## src/rtl/ordered_list_engine_assert.svh

```systemverilog
// ----------------------------------------------------------------------------
// ordered_list_engine assertion macros
// Concurrent check wrappers; empty under synthesis.
// ----------------------------------------------------------------------------
`ifndef ORDERED_LIST_ENGINE_ASSERT_SVH
`define ORDERED_LIST_ENGINE_ASSERT_SVH
`ifndef SYNTHESIS
`define OLE_ASSERT_IMP(lbl, pre, post) \
  lbl: assert property (@(posedge clk) disable iff (!rst_n) (pre) |-> (post)) \
    else $error("ordered_list_engine: check failed");
`define OLE_ASSERT_NEXT(lbl, pre, post) \
  lbl: assert property (@(posedge clk) disable iff (!rst_n) (pre) |=> (post)) \
    else $error("ordered_list_engine: check failed");
`else
`define OLE_ASSERT_IMP(lbl, pre, post)
`define OLE_ASSERT_NEXT(lbl, pre, post)
`endif
`endif

```

## src/rtl/ole_pkg.sv

```systemverilog
// ----------------------------------------------------------------------------
// ole_pkg
// Shared types and codes of the ordered list engine.
// ----------------------------------------------------------------------------
package ole_pkg;

  localparam int DefCapacity = 64;

  localparam logic [2:0] OP_APPEND  = 3'd0;
  localparam logic [2:0] OP_INSERT  = 3'd1;
  localparam logic [2:0] OP_DELETE  = 3'd2;
  localparam logic [2:0] OP_REVERSE = 3'd3;
  localparam logic [2:0] OP_SORT    = 3'd4;
  localparam logic [2:0] OP_GET     = 3'd5;

  typedef struct packed {
    logic [2:0]         operation;
    logic [5:0]         position;
    logic signed [63:0] entry_value;
  } in_t;

  typedef struct packed {
    logic               ok;
    logic signed [63:0] read_value;
    logic [6:0]         entry_count;
  } out_t;

  typedef enum logic [2:0] {
    CM_HOLD,
    CM_APPEND,
    CM_INSERT,
    CM_DELETE,
    CM_REVERSE,
    CM_SORT
  } cell_mode_t;

  typedef struct packed {
    cell_mode_t  mode;
    logic        parity;
    logic [5:0]  pos;
    logic [63:0] value;
  } cell_cmd_t;

endpackage

```

## src/rtl/ole_cell.sv

```systemverilog
// ----------------------------------------------------------------------------
// ole_cell
// One list entry; shifts, swaps with a neighbour or loads the command value.
// ----------------------------------------------------------------------------
module ole_cell
  import ole_pkg::*;
#(
  parameter int Index = 0,
  parameter int CntW  = 7
) (
  input  logic            clk,
  input  cell_cmd_t       cmd_i,
  input  logic [CntW-1:0] cnt_i,
  input  logic [63:0]     left_i,
  input  logic            left_gt_i,
  input  logic [63:0]     right_i,
  output logic [63:0]     ent_o,
  output logic            gt_o,
  output logic [63:0]     rd_o
);

  localparam int XW = (CntW > 6) ? CntW : 6;
  localparam logic [XW:0] IdxX = (XW+1)'(Index);
  localparam logic [XW:0] IdxP1 = (XW+1)'(Index + 1);
  localparam logic ParBit = 1'((Index % 2));

  logic [63:0] ent_r, ent_nxt;
  logic [XW:0] cnt_x, pos_x;

  assign cnt_x = (XW+1)'(cnt_i);
  assign pos_x = (XW+1)'(cmd_i.pos);
  assign gt_o  = $signed(ent_r) > $signed(right_i);
  assign ent_o = ent_r;
  assign rd_o  = (IdxX == pos_x) ? ent_r : 64'd0;

  always_comb begin
    ent_nxt = ent_r;
    case (cmd_i.mode)
      CM_APPEND: begin
        if (IdxX == cnt_x) ent_nxt = cmd_i.value;
      end
      CM_INSERT: begin
        if (IdxX == pos_x) ent_nxt = cmd_i.value;
        else if (IdxX > pos_x && IdxX <= cnt_x) ent_nxt = left_i;
      end
      CM_DELETE: begin
        if (IdxX >= pos_x && IdxP1 < cnt_x) ent_nxt = right_i;
      end
      CM_REVERSE, CM_SORT: begin
        if (ParBit == cmd_i.parity) begin
          if (IdxP1 < cnt_x && (cmd_i.mode == CM_REVERSE || gt_o)) ent_nxt = right_i;
        end else begin
          if (Index >= 1 && IdxX < cnt_x && (cmd_i.mode == CM_REVERSE || left_gt_i))
            ent_nxt = left_i;
        end
      end
      default: ent_nxt = ent_r;
    endcase
  end

  always_ff @(posedge clk) begin
    ent_r <= ent_nxt;
  end

endmodule
```

## config.mk

```make
export PLATFORM = sky130hd
export DESIGN_NAME = ole_cell
export DESIGN_NICKNAME = d
export VERILOG_FILES = /design/src/rtl/ordered_list_engine_assert.svh /design/src/rtl/ole_pkg.sv /design/src/rtl/ole_cell.sv
export SDC_FILE = /design/constraint.sdc
export NUM_CORES = 1
export LEC_CHECK = 0
export ABC_AREA = 0
export BUFFER_PORTS_ARGS = -buffer_cell sky130_fd_sc_hd__buf_2
export CAP_MARGIN = 20
export CORE_AREA = 2 2 131 133
export CTS_CLUSTER_DIAMETER = 80
export DETAILED_ROUTE_END_ITERATION = 10
export DIE_AREA = 0 0 133 135
export GPL_TIMING_DRIVEN = 0
export PLACE_DENSITY = 0.6
export SKIP_LAST_GASP = 1
export SLEW_MARGIN = 20
export SYNTH_ARGS = -nofsm -noshare
export SYNTH_HDL_FRONTEND = slang
export SYNTH_SLANG_ARGS = --single-unit
```

## constraint.sdc

```tcl
create_clock -name clk -period 21.2 [get_ports clk]
set_input_delay 2.12 -clock clk [delete_from_list [all_inputs] [get_ports clk]]
set_output_delay 2.12 -clock clk [all_outputs]
set_load 0.02 [all_outputs]
```

==> qor.txt, run 1 <==
status: finished clean
setup ws final: 14.33 ns
max cap viols: 0
Critical Path Sink Type: output port
CTS tree: yes
worst min path class: flip-flop to flip-flop
leakage power: 4.113 nW
Crit path max-delay family: simple AND/OR/NAND/NOR gates
slew at the pin closest to its max-slew limit: 0.8211 ns
FFs w/ async S/R, synth: 0
Detail Placement HPWL: 16410 um
post-synthesis net count: 814
Die Wd: 133 um
worst vdd ir: 0.03226 mV
vias in the first global route: 5345
DR vias: 5603
grt ovf: 0
Yosys cell types: 38
setup TNS: 0 ns
area leader, netlist: edfxtp_1
layout filler cell count: 1687
Tmin final: 6.870 ns
mean area per synthesized cell: 9.511 sq um
synthesized area: 0.005126 sq mm
CTS H-tree depth: 3
fin. max-slew vios: 0
layout cell share with drive strength beyond 1: 0.4122
Post-Place Worst Slack: 14.32 ns
area share of the largest cell type after synthesis: 0.3749
1st-iter DRT viols: 582
Clock Skews: 0.01107 ns
Area contributors post-synth: edfxtp_1, ha_1, a222oi_1
Initial Utilization: 0.3124
period utilization: 0.3241
Die Ht: 135 um
Fmax: 145.6 MHz
clk root buf: clkbuf_16
EDFF count, synth: 64
Ant. Diodes: 0
core footprint: 0.01641 sq mm
remaining routing DRC violations: 0
top cells by count, synth: inv_1, a222oi_1, and2_1, edfxtp_1, ha_1
RSZ-0062 raised after global routing: no
Max Root-Sink Buffers: 2
CTS buffer count: 9
power per cell area: 57.38 mW/mm^2
WS Path Type: input port to output port
Post-CTS Repair Setup Buffers: 0
first-pass GRT wire length: 29600 um
Final ANT Viol Nets: 0
Final Net Count: 1170
max FFs per register: 64
WP buf/inv: 3
top-count cell post-synth: inv_1
final setup vio count: 0
Cell Chain, Critical Path: buf_2 > inv_1 > ha_1 > nand4_1 > nor3_1 > nand4_1 > a2111oi_2 > o21ai_0 > a21oi_2 > buf_2
Synth Register Bits: 64
Final Hold Fails: 0
max_slew headroom: 0.4526
YS warnings: 0
drt pass-1 iters: 8
Placer Congestion: 0.7841
die area: 0.01796 sq mm
startpoint types: input port
clk sinks: 64
Clock transition at path regs: 0.06 ns
wire length per cell: 18.03 um
initial antenna violation count: 0
vias per inst: 5.003
crit-path max cell delay: 0.59 ns
CP Max Fanout: 7
worst-skew pair later-pin latency: 0.34 ns
All-Layer GR Usage: 0.2175
Mapped Cells: 539
Seq/Total Area, Yosys: 0.3749
input/output buffers: 338
I/O pin cnt: 340
hold-fix buffers at CTS: 0
arrival time at the worst endpoint: 4.75 ns
FP Rows: 47
worst endpoint required time: 19.08 ns
largest net degree at the start of global routing: 11
P&R area growth vs syn: 45.03%
Post-synth top flop: edfxtp_1
Resized cells post-CTS: 0
slowest stage cell, crit path: nor3_1
total wire length: 20200 um
metal layers:
metal | GRT usage | up-vias | wire length [um]
met5 | 0 | - | 0
met4 | 0.06153 | 0 | 261
met3 | 0.03641 | 16 | 1318
met2 | 0.3993 | 253 | 10270
met1 | 0.2620 | 2617 | 8345
li1 | - | 2717 | -
final cells by class:
class	count	area [sq um]	share of cell area
Clock buffer	11	232.7	0.03130
Multi-Input combinational cell	319	2615	0.3517
Inverter	129	484.2	0.06513
Tap cell	220	275.3	0.03702
Clock inverter	5	47.55	0.006395
Buffer	27	110.1	0.01481
Sequential cell	64	1922	0.2585
Timing Repair Buffer	345	1748	0.2351
worst paths after layout:
kind / from / endpoint / slack, ns / cells past startpoint
max: right_i[63] / gt_o / 14.33 / 10
min: ent_o[63] / ent_o[8] / 1.31 / 4
max reg2reg: ent_o[63] / ent_o[34] / 16.97 / 10
min reg2reg: ent_o[63] / ent_o[8] / 1.31 / 4
worst register-to-register path, stage by stage, from the launching register on:
cell and delay [ns]:
edfxtp_1 0.41, ha_1 0.44, nand4_1 0.27, nor3_1 0.59, nand4_1 0.30, a2111oi_2 0.46, nor4_1 0.11, nor3b_2 0.62
buf_4 0.29, buf_4 0.22, buf_4 0.22
through the flow:
step	util	cell area [sq um]	total power [mW]	hold slack [ns]	cells
5_1_grt	0.4531	7435	0.4489	1.420	1120
4_1_cts	0.4531	7435	0.4310	1.322	1120
6_report	0.4531	7435	0.4266	1.307	1120
3_5_place_dp	0.4361	7154	0.2825	1.304	1104
3_3_place_gp	0.4323	7093	0.2818	2.397	1097
2_1_floorplan	-	5126	0.2290	2.100	539
cell usage in the layout, fill, tap and decap left out, drive strengths merged, types with 2 or more instances in the layout:
master / count
nand3: 10
nor3b: 3
a211oi: 3
and2: 64
clkinv: 4
inv: 129
nor2: 11
buf: 353
nand2: 13
nor2b: 4
nand2b: 2
clkbuf: 30
a21oi: 25
a222oi: 64
and4: 4
nor3: 3
nand4: 14
or4: 2
a21boi: 2
ha: 64
edfxtp: 64
o31ai: 2
o21ai: 7
nor4: 4
a21o: 6
a221oi: 2
o211ai: 2
logic make-up after synthesis:
group                    synth area share
buffers and inverters              0.1159
adder cells (fa/ha/maj)            0.1562
AND/OR/NAND/NOR                    0.1557
flip-flops                         0.3749
AO/OA/AOI/OAI                      0.1972
where the power goes:
| part | internal, mW | total, mW | switching, mW |
|---|---|---|---|
| registers | 0.154 | 0.162 | 0.00824 |
| logic | 0.0495 | 0.117 | 0.0680 |
| clock network | 0.0899 | 0.147 | 0.0567 |
Note: power is estimated with default switching activity, not from simulation.
==> run 2, diff against run 1 <==
--- a/config.mk
+++ b/config.mk
@@ -8,12 +8,12 @@
 export ABC_AREA = 0
 export BUFFER_PORTS_ARGS = -buffer_cell sky130_fd_sc_hd__buf_2
 export CAP_MARGIN = 20
-export CORE_AREA = 2 2 131 133
+export CORE_AREA = 2 2 134 136
 export CTS_CLUSTER_DIAMETER = 80
 export DETAILED_ROUTE_END_ITERATION = 10
-export DIE_AREA = 0 0 133 135
+export DIE_AREA = 0 0 136 138
 export GPL_TIMING_DRIVEN = 0
-export PLACE_DENSITY = 0.6
+export PLACE_DENSITY = 0.58
 export SKIP_LAST_GASP = 1
 export SLEW_MARGIN = 20
 export SYNTH_ARGS = -nofsm -noshare
==> constraint.sdc (replaced) <==
create_clock -name clk -period 6.8 [get_ports clk]
set_input_delay 0.68 -clock clk [delete_from_list [all_inputs] [get_ports clk]]
set_output_delay 0.68 -clock clk [all_outputs]
set_load 0.02 [all_outputs]
==> run 2 against run 1 <==
- cell count grew 0.63%
- critical path depth is the same
- count of clock-buffer cells in the layout shrank 2
- die area grew 4.5%
- critical endpoint unchanged
- largest cell class unchanged
- clock skew shrank 0.0034 ns
- first-iteration DRC count shrank 36%
==> qor.txt, run 2 (synthesis gave the netlist of run 1 again) <==
WS Path Type: input port to output port
reg2reg path depth: 10 (unchanged)
FP Rows: 49 (+4.3%)
grt ovf: 0 (unchanged)
I/O pin cnt: 340 (unchanged)
max FFs per register: 64 (unchanged)
layout filler cell count: 1808 (+7.2%)
core footprint: 0.01753 sq mm (+6.9%)
Final ANT Viol Nets: 0 (unchanged)
DR vias: 5572 (-0.55%)
arrival time at the worst endpoint: 3.22 ns (-1.53 ns)
Die Wd: 136 um (+2.3%)
fin util: 0.4256 (-0.02749)
Post-CTS Repair Setup Buffers: 0 (unchanged)
All-Layer GR Usage: 0.2066 (-0.01091)
Final Hold Fails: 0 (unchanged)
max_slew headroom: 0.4882 (+0.03563)
die area: 0.01877 sq mm (+4.5%)
leakage power: 4.100 nW (-0.32%)
WP buf/inv: 3 (unchanged)
Fmax: 256.6 MHz
reg2reg end: ent_o[62]
Worst path depth: 10 (unchanged)
Max Root-Sink Buffers: 2 (unchanged)
Cell Chain, Critical Path: buf_2 > inv_1 > ha_1 > nand4_1 > nor3_1 > nand4_1 > a2111oi_2 > o21ai_0 > a21oi_2 > buf_2
drt pass-1 iters: 8 (unchanged)
Die Ht: 138 um (+2.2%)
flop2flop setup slack: 2.98 ns (-13.99 ns)
wire length per cell: 17.65 um (-2.1%)
Placer Congestion: 0.7881 (+0.51%)
Reg2Reg Launch Point: ent_o[63]
Clock Skews: 0.007625 ns (-0.003447 ns)
max cap viols: 0 (unchanged)
CP Max Fanout: 7 (unchanged)
Tmin final: 3.897 ns
worst endpoint required time: 6.12 ns (-12.96 ns)
final design instance area without fill: 0.007463 sq mm (+0.39%)
Critical Path Sink Type: output port
crit-path max cell delay: 0.52 ns (-0.07 ns)
slew at the pin closest to its max-slew limit: 0.7677 ns (-0.05344 ns)
Resized cells post-CTS: 0 (unchanged)
Final Net Count: 1168 (-0.17%)
status: finished clean
initial antenna violation count: 1 (+1)
Clock transition at path regs: 0.06 ns (about the same)
CTS tree: yes
commonest non-fill, non-tap cell in the layout: buf_2
1st-iter DRT viols: 373 (-36%)
vias per inst: 4.944 (-1.2%)
remaining routing DRC violations: 0 (unchanged)
worst-skew pair later-pin latency: 0.34 ns (about the same)
RSZ-0062 raised after global routing: no
worst vdd ir: 0.1033 mV (+220%)
clk root buf: clkbuf_16
period utilization: 0.5731
Detail Placement HPWL: 16270 um (-0.85%)
P&R area growth vs syn: 45.59%
CTS H-tree depth: 3 (unchanged)
largest net degree at the start of global routing: 15 (+4)
Crit path max-delay family: simple AND/OR/NAND/NOR gates
hold_ws: 0.6190 ns (-0.6878 ns)
first-pass GRT wire length: 29500 um (-0.35%)
fin. max-slew vios: 0 (unchanged)
power per cell area: 174.1 mW/mm^2 (+200%)
Placed Instance Area: 0.007199 sq mm (+0.63%)
most frequent cells in the layout: buf_2, inv_1
total wire length: 19890 um (-1.5%)
clk sinks: 64 (unchanged)
CTS buffer count: 9 (unchanged)
layout cell share with drive strength beyond 1: 0.4120 (about the same)
vias in the first global route: 5498 (+2.9%)
input/output buffers: 338 (unchanged)
Setup crit start: right_i[63]
final setup vio count: 0 (unchanged)
crit path to: gt_o
worst min path class: input port to flip-flop
hold-fix buffers at CTS: 0 (unchanged)
startpoint types: input port
Initial Utilization: 0.2924 (-0.02009)
slowest stage cell, crit path: nor3_1
Ant. Diodes: 0 (unchanged)
## run 2: cell type report
class	instances	area (sq um)	share of cell area
Clock buffer	9	225.2	0.03018
Inverter	129	484.2	0.06488
Clock inverter	7	38.79	0.005197
Buffer	27	110.1	0.01475
Tap cell	229	286.5	0.03839
Timing Repair Buffer	343	1775	0.2379
Multi-Input combinational cell	319	2621	0.3512
Sequential cell	64	1922	0.2575
## run 2: how the worst min path moves through the flow
| stage | startpoint | end | slack, ns | cells after the start |
|---|---|---|---|---|
| final | cmd_i[50] | ent_o[50] | 0.62 | 3 |
| after global routing | cmd_i[57] | ent_o[57] | 0.62 | 3 |
| after CTS | cmd_i[50] | ent_o[50] | 0.60 | 3 |
| after detailed placement | cmd_i[59] | ent_o[59] | 0.96 | 3 |
| after global placement | cmd_i[46] | ent_o[46] | 0.96 | 3 |
| after floorplan | cmd_i[0] | ent_o[0] | 0.87 | 2 |
## run 2: layer usage
layer | vias to the layer above | share of wire | GRT usage | wire (um)
met1 | 2563 | 0.41 | 0.2459 | 8099
met5 | - | 0.00085 | 0 | 17
li1 | 2719 | - | - | -
met2 | 274 | 0.50 | 0.3764 | 9904
met3 | 14 | 0.084 | 0.04474 | 1669
met4 | 2 | 0.010 | 0.04550 | 200
## run 2: stage by stage
stage               std cells  worst slack, ns  TNS (ns)  power (mW)
CTS                      1127            2.839         0       1.317
finish                   1127            2.903         0       1.300
floorplan                 539            1.500         0      0.7121
global placement         1106          -0.6605    -42.00      0.8766
global route             1127            2.593         0       1.372
detailed placement       1111            2.522         0      0.8860
## run 2: worst min-delay path: stages
cell and delay [ns]:
buf_2 0.07, a222oi_1 0.05, inv_1 0.05
## run 2: power breakdown
group | leakage (nW) | switching, mW | internal (mW) | total (mW)
combinational | 3.37 | 0.212 | 0.157 | 0.369
clock | 0.120 | 0.183 | 0.242 | 0.425
sequential | 0.607 | 0.0250 | 0.481 | 0.506
